### src/sv/rbc_ram.sv
// Generic single-write, single-read RAM with registered read data.
// No dependencies; used for the remainder stack.
module rbc_ram #(
  parameter int unsigned WIDTH = 32,
  parameter int unsigned DEPTH = 64
) (
  input  logic                     clk,
  input  logic                     we,
  input  logic [$clog2(DEPTH)-1:0] waddr,
  input  logic [WIDTH-1:0]         wdata,
  input  logic                     re,
  input  logic [$clog2(DEPTH)-1:0] raddr,
  output logic [WIDTH-1:0]         rdata
);

  logic [WIDTH-1:0] mem_r [DEPTH];

  // write port and registered read port
  always_ff @(posedge clk) begin
    if (we) begin
      mem_r[waddr] <= wdata;
    end
    if (re) begin
      rdata <= mem_r[raddr];
    end
  end

endmodule

### config.mk
export PLATFORM = sky130hd
export DESIGN_NAME = rbc_ram
export DESIGN_NICKNAME = d
export VERILOG_FILES = /design/src/sv/rbc_ram.sv
export SDC_FILE = /design/constraint.sdc
export NUM_CORES = 2
export LEC_CHECK = 0
export BUFFER_PORTS_ARGS = -buffer_cell sky130_fd_sc_hd__buf_2
export CAP_MARGIN = 25
export CORE_MARGIN = 1
export CORE_UTILIZATION = 57
export DETAILED_ROUTE_END_ITERATION = 16
export GPL_TIMING_DRIVEN = 0
export PLACE_DENSITY = 0.73
export SYNTH_ARGS = -nofsm -noshare
export SYNTH_HDL_FRONTEND = slang
export SYNTH_SLANG_ARGS = --single-unit
### constraint.sdc
create_clock -name clk -period 8.1 [get_ports clk]
set_input_delay 0.405 -clock clk [delete_from_list [all_inputs] [get_ports clk]]
set_output_delay 0.405 -clock clk [all_outputs]
set_load 0.03 [all_outputs]
==> key figures <==
Pwr
  – Logic pwr share: 0.060
  – IR drop worst, VDD: 0.000236 V
  – Clock network fraction of design power: 0.401
  – Leak: 28.3 nW
  – Seq pwr share: 0.540
  – Internal: 17.3 mW
  – Switching power: 4.88 mW
  – Sw Ratio: 0.220
  – Power per cell area: 244 nW/um2
  – Final total power: 22.2 mW

CTS
  – CTS Root Cell: clkbuf_16
  – Max clock buf depth: 3
  – Clk_lat worst skew: 0.85 ns
  – Reg clk slew, reported paths: 0.06 ns
  – CTS H-tree lvls: 4
  – Clock sinks: 2080
  – CTS Buf Count: 198
  – CTS tree: yes
  – Setup bufs post-CTS: 0

Floorplanning
  – Row cnt: 136
  – Io pins: 79
  – Die area: 140000 um2
  – Core Box Area: 137000 um2
  – Die Ht: 374 um
  – Chip width: 374 um
  – Initial core utilization: 0.574

Timing
  – Final Setup Violations: 0
  – Worst slew pin tran: 1.27 ns
  – Skew final: 0.0348 ns
  – Final worst-path cycle share: 0.495
  – Post-route minimum period: 4.01 ns
  – Final Max Slew Viols: 0
  – Fmax: 249 MHz
  – Relative slew slack: 0.152
  – Final TNS setup: 0 ns
  – Hold Vio Cnt, Final: 0
  – Unrepaired setup endpoints after global routing: no

Synth
  – Synth Net Count: 3371
  – Cells after Synth: 3324
  – Ys async rst share: 0
  – Mapped Area: 78800 um2
  – Post-synth EDFFs: 2080
  – Syn. warnings: 0
  – Register bit count reported by yosys: 2080
  – Ys flop type: edfxtp_1
  – Synth unique cells: 33
  – Avg Synthesized Cell Area: 23.7 um2
  – Sequential fraction of the synthesis area: 0.792

Critical path
  – Critical Path AT: 4.56 ns
  – Critical R2R Launch: mem_r[19][21]
  – R2R setup slack: 5.17 ns
  – Worst-path cell chain: buf_2 -> buf_2 -> buf_2 -> buf_1 -> nand3b_1 -> o221ai_1 -> a21oi_1 -> a21oi_1 -> nor2_1
  – CP max FO: 10
  – Slowest CP cell: buf_1
  – FF-to-FF End: rdata[21]
  – CP Capture Type: flip-flop
  – Worst Reg-to-Reg Cells: 4
  – Required @ worst endpoint: 8.65 ns
  – WS Path Type: in -> reg
  – Slowest cell delay on critical path: 0.83 ns
  – CP Launch Type: input pin
  – Crit path top cell by count: buf_2

Detailed routing
  – Wire per inst: 40.7 um
  – Initial DRT Pass Iterations: 6
  – Routed Antenna Nets: 0
  – Vias per inst: 7.09
  – Vias: 40353
  – Final WL: 232000 um
  – DR DRC count: 0
  – DR iter-0 viols: 6736

Hold path
  – Hold EP: mem_r[50][30]
  – Hold_sp: wdata[30]
  – Min-delay worst type: in -> reg
  – Worst Hold Path Cells: 1

Outcome
  – Status: completed

Global routing
  – First-pass GRT wire length: 315000 um
  – Overflow after GRT: 0
  – Largest net degree at the start of global routing: 65
  – Total GRT Usage: 0.336
  – Initial antenna violation count: 18
  – Vias in the first global route: 39282

Place
  – Final HPWL DP: 150000 um
  – Number of port buffers: 70
  – RD Place Congestion: 0.934

Final layout
  – Area grow syn2layout: 15.1%
  – Share of layout cells above drive strength 1: 0.298
  – Nets: 3788

Flow run
  – Total of max-cap violations: 0
[worst max-delay path by stage]
stage | to | depth (start not counted) | startpoint
floorplan | mem_r[48][0] | 4 | waddr[3]
global placement | mem_r[49][8] | 3 | waddr[4]
detailed placement | rdata[15] | 9 | raddr[1]
CTS | rdata[15] | 9 | raddr[1]
global route | rdata[15] | 9 | raddr[1]
finish | rdata[15] | 9 | raddr[1]
[flip-flops by register name (all words and copies together) (netlist names)]
register / cells
mem_r: 2048
rdata: 32
[per-stage QoR]
step	utilization	setup WS [ns]	instances	hold WS [ns]	cell area, um2
after global placement	0.593	1.27	5188	0.882	81400
after detailed placement	0.613	3.42	5304	0.834	84200
after CTS	0.657	4.25	5662	0.0204	90300
after floorplan	-	4.54	3324	0.504	78800
after global routing	0.660	4.26	5689	0.00701	90700
final	0.661	4.09	5692	0.0401	90700
[logic make-up after synthesis]
| family | synth area share |
|---|---|
| buffers and inverters | 0.0112 |
| flip-flops | 0.792 |
| AND/OR/NAND/NOR | 0.0126 |
| AO/OA/AOI/OAI | 0.0167 |
| multiplexers | 0.167 |
[worst max-delay path, delay by kind of cell]
kind	cells	cell delay, ns
compound gates	3	1.12
buf+inv	4	2.23
simple gates	2	0.77
[power groups by stage]
stage / logic [mW] / registers (mW) / clock network, mW
3_3_place_gp: 1.18 / 12.2 / 0
6_report: 1.33 / 12.0 / 8.88
2_1_floorplan: 0.580 / 12.2 / 0
5_1_grt: 1.34 / 12.0 / 9.30
4_1_cts: 1.28 / 12.0 / 8.89
3_5_place_dp: 1.27 / 12.2 / 0
[per-layer routing]
| layer | vias up | track usage | part of all wire |
|---|---|---|---|
| met3 | 737 | 0.0971 | 0.14 |
| met1 | 20874 | 0.441 | 0.33 |
| met4 | 18 | 0.202 | 0.070 |
| met5 | - | 0 | 0.00053 |
| met2 | 3584 | 0.504 | 0.46 |
| li1 | 15140 | - | - |
[layout make-up]
| class | count | area, um2 |
|---|---|---|
| Clock inverter | 105 | 918 |
| Sequential cell | 2080 | 62500 |
| Clock buffer | 249 | 5170 |
| Timing Repair Buffer | 217 | 3060 |
| Buffer | 182 | 887 |
| Multi-Input combinational cell | 1062 | 16000 |
| Fill cell | 8310 | 46600 |
| Tap cell | 1794 | 2240 |
| Antenna cell | 3 | 7.51 |
[cell usage in the layout, fill, tap and decap left out, types with 3 or more instances in the layout]
master and n:
nand3b_1 5, nor3_1 5, mux4_2 544, clkbuf_16 199, diode_2 3, edfxtp_1 2080, bufinv_16 12, buf_6 17
a41o_1 4, buf_12 87, nand2b_1 8, a22oi_1 12, buf_1 20, buf_8 19, inv_6 5, or3b_2 3
buf_16 15, o221ai_1 27, buf_2 128, clkinv_2 24, or3_1 3, buf_4 28, a311oi_1 8, o22ai_1 84
nor2_1 75, inv_16 3, o32ai_1 4, nor2b_1 15, dlygate4sd3_1 11, a21oi_1 62, nand3_1 5, and3_1 4
clkinv_8 5, clkbuf_1 124, nor2_4 62, clkinvlp_4 3, mux2i_1 93, nand2_1 26, clkinv_1 51
[cells in the mapped netlist (12+ instances only)]
cell type | number | share of area
a21oi_1 | 62 | 0.0039
a22oi_1 | 12 | 0.0011
buf_1 | 21 | 0.0010
buf_2 | 57 | 0.0036
buf_4 | 25 | 0.0024
clkbuf_1 | 74 | 0.0035
edfxtp_1 | 2080 | 0.79
mux2i_1 | 93 | 0.012
mux4_2 | 544 | 0.16
nand2_1 | 26 | 0.0012
nor2_1 | 137 | 0.0065
nor2b_1 | 15 | 0.0012
o221ai_1 | 27 | 0.0030
o22ai_1 | 84 | 0.0067
[what timing repair did]
item | in CTS | in global routing
endpoints found under the hold margin | 50 | 60
resized for setup | 0 | 0
hold buffers | 4 | 7
(Power assumes the default switching activity.)
