<file path="src/sv/rbc_pkg.sv">
// Shared types and constants for the radix base converter.
// No dependencies; imported by every module of the block but rbc_ram.
package rbc_pkg;

  localparam int unsigned CFG_IDX_W = 4;
  localparam int unsigned BASE_W    = 32;

  // Configuration register indexes
  typedef enum logic [CFG_IDX_W-1:0] {
    REG_SOURCE_BASE = 4'd0,
    REG_TARGET_BASE = 4'd1
  } rbc_reg_t;

  // Result error codes
  typedef enum logic [2:0] {
    ERR_NONE        = 3'd0,
    ERR_SRC_BASE    = 3'd1,
    ERR_TGT_BASE    = 3'd2,
    ERR_LEAD_ZERO   = 3'd3,
    ERR_DIGIT_RANGE = 3'd4
  } rbc_err_t;

  localparam logic [BASE_W-1:0] BASE_MIN        = 32'd2;
  localparam logic [BASE_W-1:0] SRC_BASE_RESET  = 32'd10;
  localparam logic [BASE_W-1:0] TGT_BASE_RESET  = 32'd2;

  // Divider status back to the sequencer
  typedef struct packed {
    logic busy;
    logic done;
  } rbc_div_stat_t;

endpackage

</file>
<file path="src/sv/rbc_div.sv">
// Bit-serial restoring divider: ACC_WIDTH-bit dividend by a 32-bit divisor.
// Depends on rbc_pkg for the status struct; one quotient bit per cycle.
module rbc_div #(
  parameter int unsigned ACC_WIDTH = 64
) (
  input  logic                         clk,
  input  logic                         rst_n,
  input  logic                         start,
  input  logic [ACC_WIDTH-1:0]         dividend,
  input  logic [rbc_pkg::BASE_W-1:0]   divisor,
  output rbc_pkg::rbc_div_stat_t       stat,
  output logic [ACC_WIDTH-1:0]         quotient,
  output logic [rbc_pkg::BASE_W-1:0]   remainder
);
  import rbc_pkg::*;

  localparam int unsigned CW = $clog2(ACC_WIDTH + 1);

  logic              busy_r, busy_nxt;
  logic              done_r, done_nxt;
  logic [CW-1:0]     cnt_r, cnt_nxt;
  logic [ACC_WIDTH-1:0] q_r, q_nxt;
  logic [BASE_W-1:0] rem_r, rem_nxt;
  logic [BASE_W:0]   trial;
  logic [BASE_W:0]   diff;
  logic              ge;

  // shift-subtract step: dividend bits leave at the top, quotient bits enter below
  always_comb begin
    trial    = {rem_r, q_r[ACC_WIDTH-1]};
    ge       = trial >= {1'b0, divisor};
    diff     = trial - {1'b0, divisor};
    busy_nxt = busy_r;
    done_nxt = 1'b0;
    cnt_nxt  = cnt_r;
    q_nxt    = q_r;
    rem_nxt  = rem_r;
    if (start && !busy_r) begin
      busy_nxt = 1'b1;
      cnt_nxt  = CW'(ACC_WIDTH);
      q_nxt    = dividend;
      rem_nxt  = '0;
    end else if (busy_r) begin
      q_nxt   = {q_r[ACC_WIDTH-2:0], ge};
      rem_nxt = ge ? diff[BASE_W-1:0] : trial[BASE_W-1:0];
      cnt_nxt = cnt_r - CW'(1);
      if (cnt_r == CW'(1)) begin
        busy_nxt = 1'b0;
        done_nxt = 1'b1;
      end
    end
  end

  always_ff @(posedge clk) begin
    if (!rst_n) begin
      busy_r <= 1'b0;
      done_r <= 1'b0;
      cnt_r  <= '0;
    end else begin
      busy_r <= busy_nxt;
      done_r <= done_nxt;
      cnt_r  <= cnt_nxt;
    end
    q_r   <= q_nxt;
    rem_r <= rem_nxt;
  end

  assign stat.busy = busy_r;
  assign stat.done = done_r;
  assign quotient  = q_r;
  assign remainder = rem_r;

endmodule

</file>
<file path="config.mk">
export PLATFORM = sky130hd
export DESIGN_NAME = rbc_div
export DESIGN_NICKNAME = d
export VERILOG_FILES = /design/src/sv/rbc_pkg.sv /design/src/sv/rbc_div.sv
export SDC_FILE = /design/constraint.sdc
export NUM_CORES = 1
export LEC_CHECK = 0
export BUFFER_PORTS_ARGS = -buffer_cell sky130_fd_sc_hd__buf_4
export CELL_PAD_IN_SITES_DETAIL_PLACEMENT = 1
export CELL_PAD_IN_SITES_GLOBAL_PLACEMENT = 1
export CORE_UTILIZATION = 39
export CTS_BUF_LIST = sky130_fd_sc_hd__clkbuf_8
export DETAILED_ROUTE_END_ITERATION = 12
export PLACE_DENSITY = 0.82
export SETUP_SLACK_MARGIN = 0.1
export SLEW_MARGIN = 5
export SYNTH_ARGS = -nofsm -noshare
export SYNTH_HDL_FRONTEND = slang
export SYNTH_SLANG_ARGS = --single-unit
</file>
<file path="constraint.sdc">
create_clock -name clk -period 3.1 [get_ports clk]
set_input_delay 0.155 -clock clk [delete_from_list [all_inputs] [get_ports clk]]
set_output_delay 0.155 -clock clk [all_outputs]
set_load 0.01 [all_outputs]
</file>
==> flow_summary.toml, run 1 <==
[layout]
area_growth_pct = 35.5
fillers = 1945
drive_above_1_share_pct = 27.3
layout_common_cells = "nand2_1 (243), buf_4 (219), edfxtp_1 (64), inv_1 (44), dfxtp_1 (37)"
final_util_pct = 54.8
n_antenna_cell = 0
nets = 1119
mostFrequentLayoutCell = "nand2_1"

[floorplan]
fp.dieH_um = 131
die_area_um2 = 17200
initial_utilization_pct = 40.5
ios = 197
core-area_um2 = 16100
fp.dieW_um = 131
num_rows = 46

[drt]
num_vias = 6530
totalWireLength_um = 22400
drtIter0Drc = 370
first_pass_iters = 4
wl_per_cell_um = 18.6
via_per_inst = 5.42
antenna_left = 0
drc_errors = 0

[critical_path]
reg2reg_slack_ns = 0.14
end_kind = "flop"
worstSetupEndpoint = "remainder[0]"
crit_fanout = 7
startpoint = "remainder[5]"
required_ns = 3.39
r2r-start = "remainder[5]"
arrival_ns = 3.25
r2r_cells = 11
r2r-end = "remainder[0]"
critPathLaunchType = "flop"
crit_type = "reg2reg"

[yosys]
synth_warnings = 0
syn-mean-instance-area_um2 = 8.50
synth_largest_area_cell = "edfxtp_1"
yosysTopAreaCellShare_pct = 29.5
seq_area_frac_synth_pct = 42.1
synth-async-reset-ratio_pct = 0
synth_cells = 767
synth_fp_nets = 901
yosysUniqueCellTypes = 63
synth_area_um2 = 6520
ys_top_cells_by_area = "edfxtp_1 (29%), nand2_1 (14%), dfxtp_1 (13%)"
synth-edff-count = 64
synthFlopType = "edfxtp_1"
synth-seq-cells = 105

[sta]
hold_viol = 0
whs_ns = 0.0136
min_period_over_period_pct = 95.5
worstMarginPinSlew_ns = 0.695
rsz0062_at_grt = "yes"
drv_slew = 0
slew_headroom_pct = 53.6
setup_violations = 0
fmax_ghz = 0.338
period_minus_slack_ns = 2.96
fin_tns_setup_ns = 0
fin_skew_ns = 0.0174

[place]
place_congestion = 0.897
io_buffer_count = 196
hpwlAfterDp_um = 15400

[run_status]
status = "finished clean"

[power]
worst_ir_drop_vdd_mv = 0.258
powerDensity_nw_per_um2 = 388
total_leakage_power_nw = 4.25

[global_routing]
grt_pass1_wl_um = 35300
grt_pass1_vias = 6707
grtUsageMet1_pct = 31.8
grt.busiest_layer = "met2"
grt.met3_usage_pct = 4.55
grt-ovfl-total = 0
grt_max_degree = 65
antenna_found_initial = 0
grtUsageTotal_pct = 25.5
grt_use_met2_pct = 43.7

[clocking]
cts_buffers = 9
cts_tree = "yes"
root_buffer = "clkbuf_8"
cts-htree-levels = 3
clkSinkCount = 105
clk_latency_ns = 0.40
clock_path_buffers = 2
clkSlewWorstSetupHoldPaths_ns = 0.12

[hold_path]
min_path_type = "in2reg"

[job]
drv_cap = 0
==> metrics by stage <==
stage | cells | setup WS, ns | area (um^2) | power [mW]
3_5_place_dp | 1153 | 0.146 | 8200 | 2.54
6_report | 1205 | 0.138 | 8840 | 3.43
5_1_grt | 1205 | 0.0568 | 8840 | 3.59
3_3_place_gp | 1153 | 0.242 | 8200 | 2.52
2_1_floorplan | 767 | 0.313 | 6520 | 2.13
4_1_cts | 1193 | 0.113 | 8630 | 3.42
==> kinds of logic (layout without fill, tap and decap cells) <==
kind of cell | after synthesis | in the layout | share of synthesized area (%)
AND/OR/NAND/NOR | 339 | 339 | 21.7
AO/OA/AOI/OAI | 158 | 158 | 17.3
flip-flops | 105 | 105 | 42.1
buffers and inverters | 90 | 312 | 6.64
adder cells (fa/ha/maj) | 35 | 35 | 6.83
XOR/XNOR | 31 | 31 | 4.16
multiplexers | 9 | 9 | 1.38
==> critical path, stage by stage (launching register included) <==
cell and delay (ns):
dfxtp_4 0.38, ha_4 0.27, a21oi_4 0.18, o21bai_4 0.09
o211a_1 0.25, a2111o_4 0.48, o211a_4 0.28, o31ai_4 0.38
buf_4 0.21, clkbuf_16 0.15, nand3_1 0.08, o311ai_1 0.10
==> how the worst min path moves through the flow <==
stage                       from            end  depth (start not counted)
floorplan                  start  remainder[13]                          1
global placement           rst_n         busy_r                          2
detailed placement         rst_n         busy_r                          2
CTS                 dividend[48]   quotient[48]                          3
global route        dividend[41]   quotient[41]                          3
finish              dividend[21]   quotient[21]                          3
==> sequential cells by signal, indices dropped and copies added (netlist names) <==
signal	cells
busy_r	1
cnt_r	7
remainder	32
quotient	64
done_r	1
==> layer usage <==
| layer | vias up | part of all wire [%] |
|---|---|---|
| li1 | 3106 | - |
| met1 | 3190 | 43 |
| met2 | 194 | 49 |
| met3 | 40 | 5.3 |
| met4 | 0 | 3.1 |
| met5 | - | 0 |
==> where the power goes <==
group | total [mW] | internal [mW] | switching (mW) | leakage [nW]
registers | 1.73 | 1.64 | 0.0857 | 0.992
logic | 0.847 | 0.393 | 0.454 | 3.17
clock network | 0.857 | 0.303 | 0.554 | 0.0895
total | 3.43 | 2.34 | 1.09 | 4.25
==> timing repair <==
item	CTS	global route
gates resized for setup	0	17
hold buffers	25	0
buffers inserted	0	9
setup endpoints to repair	0	18
endpoints found under the hold margin	26	0
==> area by class of cell <==
class                           count  area, um^2  share of cell area [%]
Tap cell                          216         270                    3.06
Inverter                           45         169                    1.91
Sequential cell                   105        2750                    31.1
Multi-Input combinational cell    572        3420                    38.7
Clock buffer                        9         124                    1.40
Timing Repair Buffer              252        2060                    23.3
Clock inverter                      6        52.6                   0.595
==> Yosys cell counts (all sizes together) (3+ instances only) <==
cell,count
a21oi,30
clkbuf,28
o311ai,12
o211ai,5
edfxtp,64
nand3,21
nand2,244
mux2i,9
nor2,28
and3,3
o22ai,3
o21bai,3
xnor2,19
a31oi,7
nand4,9
nor2b,7
o21ai,35
xor2,12
inv,45
a21o,14
a211oi,4
o31ai,10
ha,34
o21a,7
buf,17
a32oi,9
nor3,13
nor4,3
dfxtp,41
No activity file was read; power rests on OpenSTA's default activity.
==> run 2, diff against run 1 <==
Settings changed: CORE_UTILIZATION 39 to 42, PLACE_DENSITY 0.82 to 0.88.
Clock period 3.1 ns to 3.46 ns, I/O delays scaled along.
==> run 2 against run 1 <==
  * Sequential share of layout area rose by 2.0 points
  * Worst hold slack better by 0.018 ns
  * Design area shrank 6.3%
  * Wire length down 7.3%
  * Sequential power is 10% lower
  * Critical path type unchanged
  * Critical endpoint is now remainder[26]
==> flow_summary.toml, run 2 (synthesis results as in run 1) <==
[run_status]
status = "finished clean"

[place]
place_congestion = 0.870
place_inst = 1121
io_buffer_count = 196
hpwlAfterDp_um = 15400
pre_cts_slack_ns = 0.476

[floorplan]
fp.dieH_um = 127
fp.dieW_um = 127
num_rows = 45
ios = 197
die_area_um2 = 16000
core-area_um2 = 15200
initial_utilization_pct = 42.9

[critical_path]
r2r-start = "quotient[63]"
crit_type = "reg2reg"
cpMaxStageDelayCell = "a2111oi_0"
startpoint = "quotient[63]"
slowest_delay_ns = 0.54
required_ns = 3.75
end_kind = "flop"
critPathLaunchType = "flop"
crit_fanout = 3
path_cells = "inv_1, ha_1, fa_1, nor2b_1, o2111ai_1, a2111oi_0, buf_4, or4_1, a221o_1, xnor2_1, o31ai_1"
arrival_ns = 3.42

[power]
total_leakage_power_nw = 4.03
worst_ir_drop_vdd_mv = 0.234
powerDensity_nw_per_um2 = 370
power.total_mw = 3.06

[layout]
nets = 1078
final_util_pct = 54.5
mostFrequentLayoutCell = "nand2_1"
n_antenna_cell = 0
largest_reg_flops = 64
fillers = 1862
drive_above_1_share_pct = 25.4
multi_input_area_um2 = 3360
final_cells = 1137
layout_common_cells = "nand2_1 (243), buf_4 (211), edfxtp_1 (64), inv_1 (46), dfxtp_1 (41)"
seq_area_um2 = 2740
area_growth_pct = 27.0

[sta]
fin_skew_ns = 0.0102
hold_viol = 0
drv_slew = 0
setup_violations = 0
rsz0062_at_grt = "no"
fin_tns_setup_ns = 0
worst_slack_ns = 0.330
period_minus_slack_ns = 3.13
worstMarginPinSlew_ns = 0.753
slew_headroom_pct = 49.6
fmax_ghz = 0.320
min_period_over_period_pct = 90.4

[job]
drv_cap = 0

[clocking]
clkSlewWorstSetupHoldPaths_ns = 0.11
cts_hold_buf = 0
clkSinkCount = 105
clk_latency_ns = 0.40
cts_resized = 0
cts_buffers = 9
cts-htree-levels = 3
cts_tree = "yes"
post_cts_buffers = 0
clock_path_buffers = 2
root_buffer = "clkbuf_8"

[drt]
drc_errors = 0
antenna_left = 0
first_pass_iters = 4
totalWireLength_um = 20800
num_vias = 6286
via_per_inst = 5.53
wl_per_cell_um = 18.3
drtIter0Drc = 241

[hold_path]
hp-start = "dividend[39]"
min_path_type = "in2reg"

[global_routing]
antenna_found_initial = 0
grt_pass1_wl_um = 33100
grt_max_degree = 65
grt_pass1_vias = 6449
grtUsageTotal_pct = 26.3
grt-ovfl-total = 0
-- run 2: final timing paths --
kind                                       to  slack (ns)  depth (start not counted)
worst min register to register       cnt_r[6]        0.49                          1
worst max register to register  remainder[26]        0.33                         11
worst min-delay path             quotient[39]        0.03                          3
worst max-delay path            remainder[26]        0.33                         11
-- run 2: area by class of cell --
cell class / instances / share of cell area, %
Clock buffer: 9 / 1.50
Clock inverter: 7 / 0.846
Inverter: 45 / 2.04
Multi-Input combinational cell: 572 / 40.5
Sequential cell: 105 / 33.1
Tap cell: 188 / 2.84
Timing Repair Buffer: 211 / 19.1
-- run 2: through the flow --
stage | hold slack [ns] | instance area [um^2]
floorplan | 0.267 | 6520
global placement | 0.432 | 8090
detailed placement | 0.438 | 8090
CTS | 0.0168 | 8280
global route | 0.0311 | 8280
finish | 0.0312 | 8280
-- run 2: critical path, delay by kind of cell, from the launching register on --
| kind | cells | cell delay, ns |
|---|---|---|
| adders and majority gates | 2 | 0.62 |
| and+or+nand+nor | 2 | 0.42 |
| DFF | 1 | 0.40 |
| buffers and inverters | 2 | 0.27 |
| xor gates and xnor gates | 1 | 0.09 |
| AOI/OAI and AO/OA | 4 | 1.22 |
-- run 2: metal layers --
layer	GRT usage (%)	routed length [um]	vias up
li1	-	-	3021
met1	32.3	9010	3052
met2	44.6	10100	173
met3	5.48	1080	40
met4	11.5	605	0
met5	0	0	-
-- run 2: power by group --
group | internal [mW] | leakage, nW | switching [mW]
Clock | 0.336 | 0.100 | 0.478
Combinational | 0.318 | 2.94 | 0.383
Sequential | 1.47 | 0.990 | 0.0782
Total | 2.13 | 4.03 | 0.939
==> run 3, diff against run 2 <==
Settings changed: CORE_ASPECT_RATIO from default to 0.6, CORE_UTILIZATION 42 to 39, PLACE_DENSITY 0.88 to 0.82.
Clock period 3.46 ns to 3.3 ns, I/O delays scaled along.
==> run 3 against run 2 <==
  * Setup slack lost 0.055 ns
  * Global-route usage fell by 1.2 points
  * Count of clock-buffer cells in the layout unchanged
  * Clock power up 12%
  * Power is 7.0% higher
  * First-iteration DRC count is 100% higher
  * Via count is 0.56% higher
  * Sequential power increased by 5%
  * Worst hold slack got worse by 0.0042 ns
  * Core utilization is 3.1 points lower
  * Wire length increased by 6.2%
  * Design area increased by 1.1%
  * Critical path type unchanged
  * Critical endpoint is now remainder[3]
  * Highest routed layer unchanged
==> flow_summary.toml, run 3 (synthesis results as in run 1) <==
[place]
io_buffer_count = 196
place_congestion = 0.878
place_inst = 1162
hpwlAfterDp_um = 16600

[floorplan]
num_rows = 36
fp.dieW_um = 169
die_area_um2 = 17300
fp.dieH_um = 102
ios = 197
initial_utilization_pct = 40.0
core-area_um2 = 16300

[global_routing]
grt_max_degree = 66
antenna_found_initial = 0
grt_pass1_vias = 5948
grtUsageTotal_pct = 25.1
grt-ovfl-total = 0
grt_pass1_wl_um = 33400

[drt]
drc_errors = 0
antenna_left = 0
drtIter0Drc = 494
wl_per_cell_um = 18.7
num_vias = 6321
via_per_inst = 5.37
totalWireLength_um = 22100
first_pass_iters = 5

[sta]
slew_headroom_pct = 54.7
setup_violations = 0
hold_viol = 0
rsz0062_at_grt = "no"
worstMarginPinSlew_ns = 0.680
period_minus_slack_ns = 3.02
drv_slew = 0
fin_skew_ns = 0.0136
min_period_over_period_pct = 91.6
fin_tns_setup_ns = 0
fmax_ghz = 0.331

[layout]
fillers = 1997
area_growth_pct = 28.5
layout_common_cells = "nand2_1 (243), buf_4 (211), edfxtp_1 (64), inv_1 (44), dfxtp_1 (41)"
nets = 1079
drive_above_1_share_pct = 25.7
final_cells = 1178
multi_input_area_um2 = 3360
mostFrequentLayoutCell = "nand2_1"
n_antenna_cell = 0
seq_area_um2 = 2740
largest_reg_flops = 64

[critical_path]
reg2reg_slack_ns = 0.28
crit_family = "compound AO/OA/AOI/OAI gates"
crit_fanout = 29
cp.buffers_inverters = 1
required_ns = 3.57
path_cells = "ha_1, a21oi_4, o21bai_2, o211a_1, a2111o_4, o211a_4, o31ai_4, buf_4, mux2i_1, o21ai_1"
end_kind = "flop"
crit_type = "reg2reg"
slowest_delay_ns = 0.42
arrival_ns = 3.30
cpMaxStageDelayCell = "ha_1"
critPathLaunchType = "flop"

[power]
worst_ir_drop_vdd_mv = 0.230
total_leakage_power_nw = 4.05
powerDensity_nw_per_um2 = 392
power.total_mw = 3.28

[clocking]
post_cts_buffers = 0
cts-htree-levels = 3
root_buffer = "clkbuf_8"
cts_hold_buf = 0
cts_resized = 0
clk_latency_ns = 0.39
cts_tree = "yes"
cts_buffers = 9
clock_path_buffers = 2
clkSlewWorstSetupHoldPaths_ns = 0.13
clkSinkCount = 105

[hold_path]
min_path_type = "in2reg"

[job]
drv_cap = 0

[run_status]
status = "finished clean"
run 3: cell types whose count changed in the layout (fill, tap and decap cells not counted):
cell,delta
clkinv_4,+1
buf_12,+1
clkinv_8,+1
inv_8,+1
clkinvlp_2,-1
inv_1,-2
run 3: worst register-to-register path, cell delays in order (launching register included):
cell and delay [ns]:
dfxtp_1 0.36, ha_1 0.42, a21oi_4 0.22, o21bai_2 0.10, o211a_1 0.24, a2111o_4 0.40, o211a_4 0.28, o31ai_4 0.19
buf_4 0.38, mux2i_1 0.25, o21ai_1 0.07
run 3: worst paths after layout:
path	startpoint	endpoint	depth (start not counted)
worst min-delay path	dividend[17]	quotient[17]	3
worst min register to register	cnt_r[6]	cnt_r[6]	1
worst max-delay path	remainder[5]	remainder[3]	10
worst max register to register	remainder[5]	remainder[3]	10
run 3: layer usage:
metal / vias up / global-route usage, % / routed length, um
met1: 3081 / 39.3 / 11400
met3: 15 / 3.72 / 1260
met5: - / 0 / 0
met2: 197 / 36.1 / 9210
li1: 3028 / - / -
met4: 0 / 4.62 / 217
run 3: area by class of cell:
type | count | share of cell area (%)
Multi-Input combinational cell | 572 | 40.1
Tap cell | 228 | 3.41
Timing Repair Buffer | 212 | 19.2
Inverter | 45 | 2.02
Clock inverter | 7 | 1.12
Sequential cell | 105 | 32.7
Clock buffer | 9 | 1.48
run 3: report_power, final:
group / leakage, nW / internal (mW) / switching (mW)
Combinational: 2.95 / 0.337 / 0.413
Sequential: 0.990 / 1.54 / 0.0745
Clock: 0.107 / 0.373 / 0.540
run 3: per-stage QoR:
stage                     util (%)  hold WS, ns  area [um^2]  setup WS (ns)
final                         51.4       0.0270         8380          0.276
after floorplan                  -        0.259         6520          0.513
after global routing          51.4       0.0258         8380          0.136
after detailed placement      50.0        0.425         8160          0.317
after global placement        50.0        0.424         8160          0.431
after CTS                     51.4      0.00994         8380          0.287
